<file path="src/rtl/core/fawr_pkg.sv">
// shared types and constants for the fraction alu
`default_nettype none
package fawr_pkg;
   localparam logic [1:0] FUNC_ADD = 2'd0;
   localparam logic [1:0] FUNC_SUB = 2'd1;
   localparam logic [1:0] FUNC_MUL = 2'd2;
   localparam logic [1:0] FUNC_DIV = 2'd3;
   localparam int WORK_W = 34;
   localparam int OUT_W = 32;
   localparam int DIV_STEPS = 34;
   localparam logic signed [WORK_W-1:0] MAG_LIMIT = 34'sd2147483647;

   typedef struct packed {
      logic load;
      logic red_step;
      logic div_start;
      logic div_step;
      logic finish;
   } fawr_cmd_type;

   typedef struct packed {
      logic den_zero;
      logic red_done;
      logic need_split;
      logic div_last;
   } fawr_sts_type;
endpackage
`default_nettype wire

</file>
<file path="src/rtl/core/fawr_control.sv">
// controller: sequences load, reduction, division and result beat
`default_nettype none
module fawr_control (
   input  wire logic                   clock,
   input  wire logic                   reset,
   input  wire logic                   req_valid,
   output logic                        req_stall,
   output logic                        rsp_valid,
   input  wire logic                   rsp_stall,
   output logic                        err_sel,
   output fawr_pkg::fawr_cmd_type      cmd,
   input  wire fawr_pkg::fawr_sts_type sts
);
   import fawr_pkg::*;
   localparam logic [2:0] S_IDLE = 3'd0, S_RED = 3'd1, S_DIV = 3'd2,
                          S_FIN = 3'd3, S_OUT = 3'd4;
   logic [2:0] state_ff, state_in;
   logic err_ff, err_in;

   assign req_stall = (state_ff != S_IDLE);
   assign rsp_valid = (state_ff == S_OUT);
   assign err_sel = err_ff;

   always_comb begin
      state_in = state_ff; err_in = err_ff; cmd = '0;
      unique case (state_ff)
         S_IDLE: if (req_valid) begin
            cmd.load = 1'b1;
            err_in = sts.den_zero;
            state_in = sts.den_zero ? S_OUT : S_RED;
         end
         S_RED: begin
            cmd.red_step = 1'b1;
            if (sts.red_done) begin
               if (sts.need_split) state_in = S_DIV;
               else state_in = S_FIN;
            end
         end
         S_DIV: begin
            cmd.div_start = 1'b1;
            state_in = S_FIN;
         end
         S_FIN: begin
            if (sts.need_split && !sts.div_last) begin
               cmd.div_step = 1'b1;
            end else begin
               cmd.finish = 1'b1;
               state_in = S_OUT;
            end
         end
         S_OUT: if (!rsp_stall) state_in = S_IDLE;
         default: state_in = S_IDLE;
      endcase
   end

   // finish comes in the cycle after the last divide step
   always_ff @(posedge clock) begin
      if (reset) begin
         state_ff <= S_IDLE;
         err_ff <= 1'b0;
      end else begin
         state_ff <= state_in;
         err_ff <= err_in;
      end
   end
endmodule
`default_nettype wire

</file>
<file path="config.mk">
export PLATFORM = sky130hd
export DESIGN_NAME = fawr_control
export DESIGN_NICKNAME = d
export VERILOG_FILES = /design/src/rtl/core/fawr_pkg.sv /design/src/rtl/core/fawr_control.sv
export SDC_FILE = /design/constraint.sdc
export NUM_CORES = 1
export LEC_CHECK = 0
export ABC_CLOCK_PERIOD_IN_PS = 2300
export BUFFER_PORTS_ARGS = -buffer_cell sky130_fd_sc_hd__buf_2
export CORE_AREA = 5 5 42 44
export CTS_BUF_LIST = sky130_fd_sc_hd__clkbuf_8 sky130_fd_sc_hd__clkbuf_16
export DETAILED_ROUTE_END_ITERATION = 10
export DIE_AREA = 0 0 47 49
export PLACE_DENSITY = 0.5
export SYNTH_ARGS = -nofsm -noshare
export SYNTH_HDL_FRONTEND = slang
export SYNTH_SLANG_ARGS = --single-unit
</file>
<file path="constraint.sdc">
create_clock -name clock -period 2.3 [get_ports clock]
set_input_delay 0.115 -clock clock [delete_from_list [all_inputs] [get_ports clock]]
set_output_delay 0.115 -clock clock [all_outputs]
set_load 0.005 [all_outputs]
</file>
==> reports/results.txt, run 1 <==
post-synthesis register bit count = 4
CP Class = reg -> out
initial drt markers = 3
Worst Path Arrival = 1.21 ns
Cell Pwr Density = 761 nW/um2
CTS clk-pin slew, worst paths = 0.03 ns
TritonCTS buffer count = 3
vias = 280
Clock Sinks = 4
Max Freq = 755 MHz
Die W = 47 um
skew final = 0.00364 ns
Max clock buf depth = 2
predominant post-synthesis flop cell = dfxtp_1
htree depth = 1
core area = 1400 um2
CTS tree = yes
nets@finish = 57
Port Buf Inserts = 15
post-layout util = 27.3%
Syn Nets = 38
Critical Path Sink Type = output port
crit path time final = 1.33 ns
Ports = 16
CP Max Fanout = 7
filler cell count = 173
num rows = 14
Max Slew Vio Count = 0
final hold vios = 0
Max-Cap Viols = 0
Die H = 49 um
Distinct cells, synth = 23
Worst setup SP type = flop
Synthesis Warnings = 0
Starting Density = 17.9%
cell taking the most area after synthesis = dfxtp_1
CP startpoint = state_ff[0]$_SDFFE_PP0P_
total grt overflow = 0
syn_area_per_cell = 8.34 um2
Hold/Removal Path Class = in -> reg
hold buffers post-CTS = 0
RSZ-0062 raised after global routing = false
DR WL/cell = 10.6 um
Final Cycle Share = 57.6%
global-route wire length before repair = 972 um
setup bufs post-CTS = 0
Critical Path, Cell by Cell = or3_2 -> buf_2
outcome = finished, final reports clean
Reg-to-Reg Start = state_ff[0]$_SDFFE_PP0P_
DRC = 0
Leak Pwr = 0.171 nW
Hold Path Origin = reset
# setup viols final = 0
number of synthesized flops with an enable pin = 0
vias per cell = 4.44
n_diodes = 0
largest net degree at the start of global routing = 12
Detailed Place HPWL = 540 um
share of cells above drive strength 1 = 48.9%
Sum Neg Setup Slack = 0 ns
synth top area cells = dfxtp_1 32%, a221oi_2 6.0%, nor4b_2 6.0%
CTS root buf = clkbuf_8
Mapped Area = 250 um2
via count of the first global-routing pass = 265
Mapped Cells = 30
post-cts resize count = 0
Slowest-stage cell, CP = or3_2
first drt pass iteration count = 2
top-area cell type share of the netlist area = 32.0%
Slew @ Worst Pin = 0.372 ns
Layout area overhead = 53.0%
Global Route Usage Sum = 6.12%
die area = 2300 um2
Final GP Congestion = 0.668
antenna violations before repair = 0
register area share after synthesis = 32.0%
Slew Limit Headroom = 75.2%
worst path required time = 2.18 ns
Total Wirelength = 666 um
Peak VDD IR = 0.164 mV
clock latency on the worst-skew pair = 0.22 ns
final hold slack = 0.107 ns
critical path's largest stage delay = 0.48 ns
post-route ant nets = 0
async set or reset register ratio after synthesis = 0%
==> registers in the layout, summed over array words and instances, names as in the netlist <==
signal,cells
state_ff,3
err_sel,1
==> layout by cell type, fill, tap and decap left out, types with 2 or more instances in the layout <==
cell type and count:
buf_2 15, inv_2 2, nor3_1 2, nor2_1 2, clkbuf_8 3, dfxtp_1 4
o21ai_0 2
==> Yosys cell counts, types with 2 or more instances <==
library cell,instances
nor2_1,2
inv_2,2
o21ai_0,2
nor3_1,2
dfxtp_1,4
==> stage by stage <==
step | power, mW | worst slack (ns) | instance area (um2) | cells
5_1_grt | 0.308 | 0.872 | 383 | 63
3_5_place_dp | 0.143 | 1.06 | 342 | 60
6_report | 0.292 | 0.975 | 383 | 63
3_3_place_gp | 0.144 | 1.09 | 342 | 60
2_1_floorplan | 0.119 | 1.14 | 250 | 30
4_1_cts | 0.297 | 0.973 | 383 | 63
==> per-layer routing <==
layer | part of all wire [%] | GRT usage, %
met3 | 11 | 1.48
met5 | 0 | 0
met4 | 2.6 | 8.29
met2 | 44 | 7.24
met1 | 43 | 7.24
==> logic make-up after synthesis <==
| logic type | after synthesis | synth area share (%) |
|---|---|---|
| muxes | 1 | 4.00 |
| DFF | 4 | 32.0 |
| and+or+nand+nor | 15 | 38.5 |
| AOI/OAI and AO/OA | 7 | 21.0 |
| buffers and inverters | 3 | 4.50 |
==> critical path, delay by kind of cell, from the launching register on <==
kind | cells | cell delay [ns]
simple gates | 1 | 0.48
buf+inv | 1 | 0.14
flops | 1 | 0.37
==> final cells by class <==
| type | count | area (um2) | area share (%) |
|---|---|---|---|
| multi-input cells | 23 | 159 | 41.5 |
| flip-flops and latches | 4 | 80.1 | 20.9 |
| repair buffers | 15 | 75.1 | 19.6 |
| clock buffers | 3 | 41.3 | 10.8 |
| well taps | 16 | 20.0 | 5.23 |
| inverters | 2 | 7.51 | 1.96 |
==> final timing paths <==
path / to / slack, ns / cells past startpoint
min: state_ff[2]$_SDFFE_PP0P_ / 0.11 / 2
max reg2reg: state_ff[2]$_SDFFE_PP0P_ / 1.04 / 3
max: req_stall / 0.97 / 2
min reg2reg: err_sel$_SDFFE_PP0P_ / 0.48 / 2
==> power by group <==
part | internal, mW | switching (mW) | total [mW]
Combinational | 0.0290 | 0.0245 | 0.0535
Clock | 0.112 | 0.0387 | 0.150
Sequential | 0.0760 | 0.0115 | 0.0875
(Power assumes the default switching activity.)
==> inputs of run 2 (changes only) <==
- ABC_AREA: not set -> 1
- ABC_CLOCK_PERIOD_IN_PS: 2300 -> 1300
- PLACE_DENSITY: 0.5 -> 0.55
- clock period: 2.3 -> 1.3 ns (I/O delays scaled with it)
==> run 2 against run 1 <==
Net effect: register-to-register slack lost 0.83 ns; synthesized area increased by 23%; via count grew 24%; count of clock-buffer cells in the layout unchanged; flip-flop and latch count stayed put; first-iteration DRC count fell by 67%; die area stayed put; critical endpoint is now cmd[4]; worst setup slack worse by 0.86 ns; sequential share of layout area decreased by 2.9 points.
==> reports/results.txt, run 2 <==
largest net degree at the start of global routing = 9 (was 12)
RSZ-0062 raised after global routing = false (unchanged)
Max Slew Vio Count = 0 (unchanged)
commonest cells in the netlist = 9 x inv_1, 8 x nand3_1, 6 x nand2_1, 5 x inv_2 (was 4 x dfxtp_1, 2 x inv_2, 2 x nor2_1, 2 x nor3_1, 2 x o21ai_0)
setup bufs post-CTS = 0 (unchanged)
multi-input logic area = 170 um2 (was 159 um2)
most common cell after layout, fill and taps aside = buf_2 (unchanged)
Ports = 16 (unchanged)
post-layout util = 31.7% (was 27.3%)
DRC = 0 (unchanged)
total grt overflow = 0 (unchanged)
Clock Sinks = 4 (unchanged)
CP Max Fanout = 5 (was 7)
crit path time final = 1.18 ns
share of cells above drive strength 1 = 46.3% (was 48.9%)
most frequent cell after synthesis = inv_1 (was dfxtp_1)
Max clock buf depth = 2 (unchanged)
Slew @ Worst Pin = 0.234 ns (was 0.372 ns)
Die W = 47 um (unchanged)
first drt pass iteration count = 4 (was 2)
CP startpoint = state_ff[0]$_SDFFE_PP0P_ (unchanged)
Sum Neg Setup Slack = 0 ns (unchanged)
worst path required time = 1.24 ns (was 2.18 ns)
vias = 348 (was 280)
filler cell count = 172 (was 173)
Layout area overhead = 44.3% (was 53.0%)
Mapped Area = 308 um2 (was 250 um2)
pre-CTS WS = 0.206 ns (was 1.06 ns)
skew final = 0.00154 ns (was 0.00364 ns)
initial drt markers = 1 (was 3)
post-route ant nets = 0 (unchanged)
worst setup margin = 0.118 ns (was 0.975 ns)
CTS tree = yes (unchanged)
global-route wire length before repair = 1.19 mm (was 972 um)
async set or reset register ratio after synthesis = 0% (unchanged)
top-area cell type share of the netlist area = 26.0% (was 32.0%)
Net Switching = 0.242 mW (was 0.0747 mW)
num rows = 14 (unchanged)
Max-Cap Viols = 0 (unchanged)
via count of the first global-routing pass = 316 (was 265)
vias per cell = 4.19 (was 4.44)
TritonCTS buffer count = 3 (unchanged)
Slew Limit Headroom = 84.4% (was 75.2%)
Critical Path Sink Type = output port (unchanged)
cell taking the most area after synthesis = dfxtp_1 (unchanged)
Global Route Usage Sum = 7.31% (was 6.12%)
Final Cycle Share = 90.9%
antenna violations before repair = 0 (unchanged)
Distinct cells, synth = 14 (was 23)
Hold Path Origin = reset (unchanged)
part of the power in the clock network = 37.0% (was 51.6%)
Reg area = 80.1 um2 (unchanged)
fin cells = 83 (was 63)
Total Wirelength = 692 um (was 666 um)
Die H = 49 um (unchanged)
hold buffers post-CTS = 0 (unchanged)
clock latency on the worst-skew pair = 0.22 ns (about the same)
Top reg by flops = state_ff (unchanged)
Hold/Removal Path Class = in -> reg (unchanged)
predominant post-synthesis flop cell = dfxtp_1 (unchanged)
htree depth = 1 (unchanged)
n_diodes = 0 (unchanged)
Cell Pwr Density = 1570 nW/um2 (was 761 nW/um2)
Peak VDD IR = 0.542 mV (was 0.164 mV)
synth top area cells = dfxtp_1 26%, nand3_1 13%, inv_1 11% (was dfxtp_1 32%, a221oi_2 6.0%, nor4b_2 6.0%)
CP Class = reg -> out (unchanged)
Final GP Congestion = 0.695 (was 0.668)
post-cts resize count = 0 (unchanged)
register area share after synthesis = 26.0% (was 32.0%)
CTS clk-pin slew, worst paths = 0.03 ns (about the same)
Port Buf Inserts = 15 (unchanged)
Max Freq = 846 MHz
core area = 1400 um2 (unchanged)
die area = 2300 um2 (unchanged)
number of synthesized flops with an enable pin = 0 (unchanged)
Slowest-stage cell, CP = dfxtp_1 (was or3_2)
sw frac = 34.6% (was 25.6%)
Leak Pwr = 0.269 nW (was 0.171 nW)
Syn Nets = 57 (was 38)
Int Pwr = 0.458 mW (was 0.217 mW)
max reg flops = 3 (unchanged)
# setup viols final = 0 (unchanged)
final hold vios = 0 (unchanged)
Comb power frac = 37.9% (was 18.4%)
Synthesis Warnings = 0 (unchanged)
DR WL/cell = 8.34 um (was 10.6 um)
Worst Path Arrival = 1.12 ns (was 1.21 ns)
nets@finish = 77 (was 57)
post-synthesis register bit count = 4 (unchanged)
commonest cells after routing, fill and taps aside = 15 x buf_2, 9 x inv_1, 8 x nand3_1 (was 15 x buf_2, 4 x dfxtp_1, 3 x clkbuf_8)
Mapped Cells = 49 (was 30)
Starting Density = 22.0% (was 17.9%)
Critical Path, Cell by Cell = nor2_4 -> inv_2 -> nor2_2 -> nand2_2 -> clkinv_2 -> buf_2 (was or3_2 -> buf_2)
sequential power share = 25.0% (was 30.0%)
Inst Count DP = 80 (was 60)
Reg-to-Reg Start = state_ff[1]$_SDFFE_PP0P_ (was state_ff[0]$_SDFFE_PP0P_)
outcome = finished, final reports clean (unchanged)
Worst setup SP type = flop (unchanged)
critical path's largest stage delay = 0.36 ns (was 0.48 ns)
CTS root buf = clkbuf_8 (unchanged)
syn_area_per_cell = 6.28 um2 (was 8.34 um2)
-- run 2: cell types whose count changed after synthesis, sizes merged, moves of 2 or more --
| cell | before | now |
|---|---|---|
| a21oi | 1 | 4 |
| inv | 2 | 14 |
| nand2 | 1 | 7 |
| nand3 | 1 | 9 |
| nor2 | 2 | 8 |
| nor3 | 2 | 0 |
| nor4b | 2 | 0 |
| o21ai | 2 | 0 |
| or3 | 2 | 0 |
-- run 2: kinds of logic (layout without fill, tap and decap cells) --
family,after synthesis,count (layout),share of synthesized area [%]
buffers and inverters,15,33,18.7
AOI/OAI and AO/OA,4,4,6.50
and+or+nand+nor,26,26,48.8
DFF,4,4,26.0
-- run 2: worst paths after layout --
path	endpoint	slack, ns	cells after the start
max	cmd[4]	0.12	6
min	state_ff[1]$_SDFFE_PP0P_	0.06	2
max reg2reg	state_ff[0]$_SDFFE_PP0P_	0.21	7
min reg2reg	err_sel$_SDFFE_PP0P_	0.46	2
-- run 2: per-stage QoR --
stage	hold WS (ns)	total power, mW	area (um2)
2_1_floorplan	0.134	0.363	308
5_1_grt	0.0601	0.767	444
4_1_cts	0.0621	0.714	444
3_3_place_gp	0.291	0.444	403
3_5_place_dp	0.289	0.448	403
6_report	0.0587	0.699	444
-- run 2: critical path: cells and delay by family, from the launching register on --
family,cells,cell delay (ns)
flip-flops,1,0.36
AND/OR/NAND/NOR,3,0.35
buffers and inverters,3,0.20
-- run 2: power groups by stage --
stage               registers [mW]  logic, mW  clock network (mW)
floorplan                    0.175      0.189                   0
global placement             0.177      0.267                   0
detailed placement           0.177      0.271                   0
CTS                          0.175      0.272               0.266
global route                 0.178      0.309               0.281
finish                       0.175      0.265               0.259
-- run 2: layer usage --
layer | track usage (%) | wire [um]
met5 | 0 | 0
met1 | 7.00 | 255
met3 | 3.32 | 31
met4 | 6.91 | 14
met2 | 10.9 | 390
-- run 2: cell type report --
cell class | count | share of cell area [%]
clock buffers | 3 | 9.30
well taps | 16 | 4.51
inverters | 15 | 13.0
flip-flops and latches | 4 | 18.0
repair buffers | 15 | 16.9
multi-input cells | 30 | 38.3
==> inputs of run 3 (changes only) <==
==> constraint.sdc (replaced) <==
create_clock -name clock -period 1.3 [get_ports clock]
set_input_delay 0.26 -clock clock [delete_from_list [all_inputs] [get_ports clock]]
set_output_delay 0.26 -clock clock [all_outputs]
set_load 0.005 [all_outputs]
==> run 3 against run 2 <==
Net effect: clock power is 3% lower; non-clock buffer count is 4 higher; flip-flop and latch count stayed put; worst setup slack worse by 0.088 ns; highest routed layer is now met3; critical path depth stayed put.
==> reports/results.txt, run 3 (same netlist as run 2, synthesis figures left out) <==
outcome = finished, final reports clean (unchanged)
largest net degree at the start of global routing = 6 (was 9)
critical path's top delay family = flip-flops (unchanged)
Worst path depth = 6 (unchanged)
Port Buf Inserts = 15 (unchanged)
met2 usage = 10.9% (unchanged)
htree depth = 1 (unchanged)
fin cells = 87 (was 83)
Top reg by flops = state_ff (unchanged)
CP Class = reg -> out (unchanged)
skew final = 0.000106 ns (was 0.00154 ns)
Final Cycle Share = 97.7% (was 90.9%)
Die W = 47 um (unchanged)
dpl cell area = 403 um2 (unchanged)
Slew Limit Headroom = 90.2% (was 84.4%)
Critical Path, Cell by Cell = nor2_4 -> inv_2 -> nor2_4 -> nand2_2 -> clkinv_2 -> buf_2 (was nor2_4 -> inv_2 -> nor2_2 -> nand2_2 -> clkinv_2 -> buf_2)
crit path buf inv count = 3 (unchanged)
worst path required time = 1.04 ns (was 1.24 ns)
design area = 483 um2 (was 444 um2)
Leak Pwr = 0.290 nW (was 0.269 nW)
commonest cells after routing, fill and taps aside = 15 x buf_2, 9 x inv_1, 8 x nand3_1 (unchanged)
CP dominant cell by count = nor2_4
Max Freq = 787 MHz (was 846 MHz)
Max Slew Vio Count = 0 (unchanged)
hold buffers post-CTS = 0 (unchanged)
Layout area overhead = 56.9% (was 44.3%)
RSZ-0062 raised after global routing = true (was false)
share of cells above drive strength 1 = 53.5% (was 46.3%)
Cell Pwr Density = 1530 nW/um2 (was 1570 nW/um2)
Critical Path Sink Type = output port (unchanged)
Peak VDD IR = 0.682 mV (was 0.542 mV)
layer with the highest usage = met2 (unchanged)
nets@finish = 81 (was 77)
first drt pass iteration count = 4 (unchanged)
clock latency on the worst-skew pair = 0.21 ns (was 0.22 ns)
Clock Sinks = 4 (unchanged)
# setup viols final = 0 (unchanged)
TritonCTS buffer count = 3 (unchanged)
Starting Density = 22.0% (unchanged)
met3 Use GR = 2.58% (was 3.32%)
DRC = 0 (unchanged)
Ports = 16 (unchanged)
most common cell after layout, fill and taps aside = buf_2 (unchanged)
n_diodes = 0 (unchanged)
via count of the first global-routing pass = 318 (was 316)
Inst Count DP = 80 (unchanged)
post-route ant nets = 0 (unchanged)
initial drt markers = 4 (was 1)
Hold Path Depth = 2 (unchanged)
num rows = 14 (unchanged)
GR met1 Demand/Resource = 7.44% (was 7.00%)
Max-Cap Viols = 0 (unchanged)
Max clock buf depth = 2 (unchanged)
DR WL/cell = 7.93 um (was 8.34 um)
CTS tree = yes (unchanged)
global-route wire length before repair = 1.19 mm (about the same)
Slew @ Worst Pin = 0.146 ns (was 0.234 ns)
vias = 358 (was 348)
R2R depth = 8 (was 7)
Hold/Removal Path Class = in -> reg (unchanged)
Die H = 49 um (unchanged)
CTS root buf = clkbuf_8 (unchanged)
critical path's largest stage delay = 0.34 ns (was 0.36 ns)
core area = 1400 um2 (unchanged)
Global Route Usage Sum = 7.10% (was 7.31%)
final hold vios = 0 (unchanged)
max reg flops = 3 (unchanged)
total grt overflow = 0 (unchanged)
vias per cell = 4.11 (was 4.19)
crit path time final = 1.27 ns (was 1.18 ns)
CP Max Fanout = 5 (unchanged)
die area = 2300 um2 (unchanged)
final hold slack = 0.252 ns (was 0.0587 ns)
antenna violations before repair = 0 (unchanged)
Slowest-stage cell, CP = dfxtp_2 (was dfxtp_1)
Worst setup SP type = flop (unchanged)
Detailed Place HPWL = 597 um
Final GP Congestion = 0.662 (was 0.695)
Worst Path Arrival = 1.01 ns (was 1.12 ns)
Total Wirelength = 690 um (was 692 um)
CTS clk-pin slew, worst paths = 0.03 ns (about the same)
==> run 3: timing repair <==
item                                    CTS  global route
resized for setup                         2             2
buffers inserted                          3             1
endpoints found under the setup margin    3             4
pin swaps                                 1             2
==> run 3: layer usage <==
layer	vias up	part of all wire [%]
li1	195	-
met1	160	39
met2	3	57
met3	0	3.3
met4	0	0
met5	-	0
==> run 3: worst paths after layout <==
kind	startpoint	slack, ns	end
setup / recovery	state_ff[0]$_SDFFE_PP0P_	0.03	cmd[4]
hold / removal	reset	0.25	state_ff[2]$_SDFFE_PP0P_
setup reg to reg	state_ff[2]$_SDFFE_PP0P_	0.17	state_ff[0]$_SDFFE_PP0P_
hold reg to reg	err_sel$_SDFFE_PP0P_	0.45	err_sel$_SDFFE_PP0P_
==> run 3: cell type report <==
class	count	area (um2)
tap	16	20.0
fill	162	918
multi-input combinational	30	175
sequential	4	83.8
clock buffer	3	41.3
inverter	15	57.6
timing repair buffer	19	105
==> run 3: stage by stage <==
step	utilization [%]	setup slack [ns]	TNS, ns	power (mW)
final	34.5	0.0298	0	0.741
after global routing	34.5	-0.0406	-0.0406	0.809
after CTS	33.5	-0.00145	-0.00145	0.740
after detailed placement	28.7	0.146	0	0.446
after global placement	28.7	0.166	0	0.444
after floorplan	-	0.284	0	0.363
==> run 3: where the power goes <==
group	internal [mW]	leakage (nW)	switching, mW
clock	0.197	0.0216	0.0550
sequential	0.151	0.0340	0.0323
combinational	0.146	0.234	0.160
total	0.493	0.290	0.248
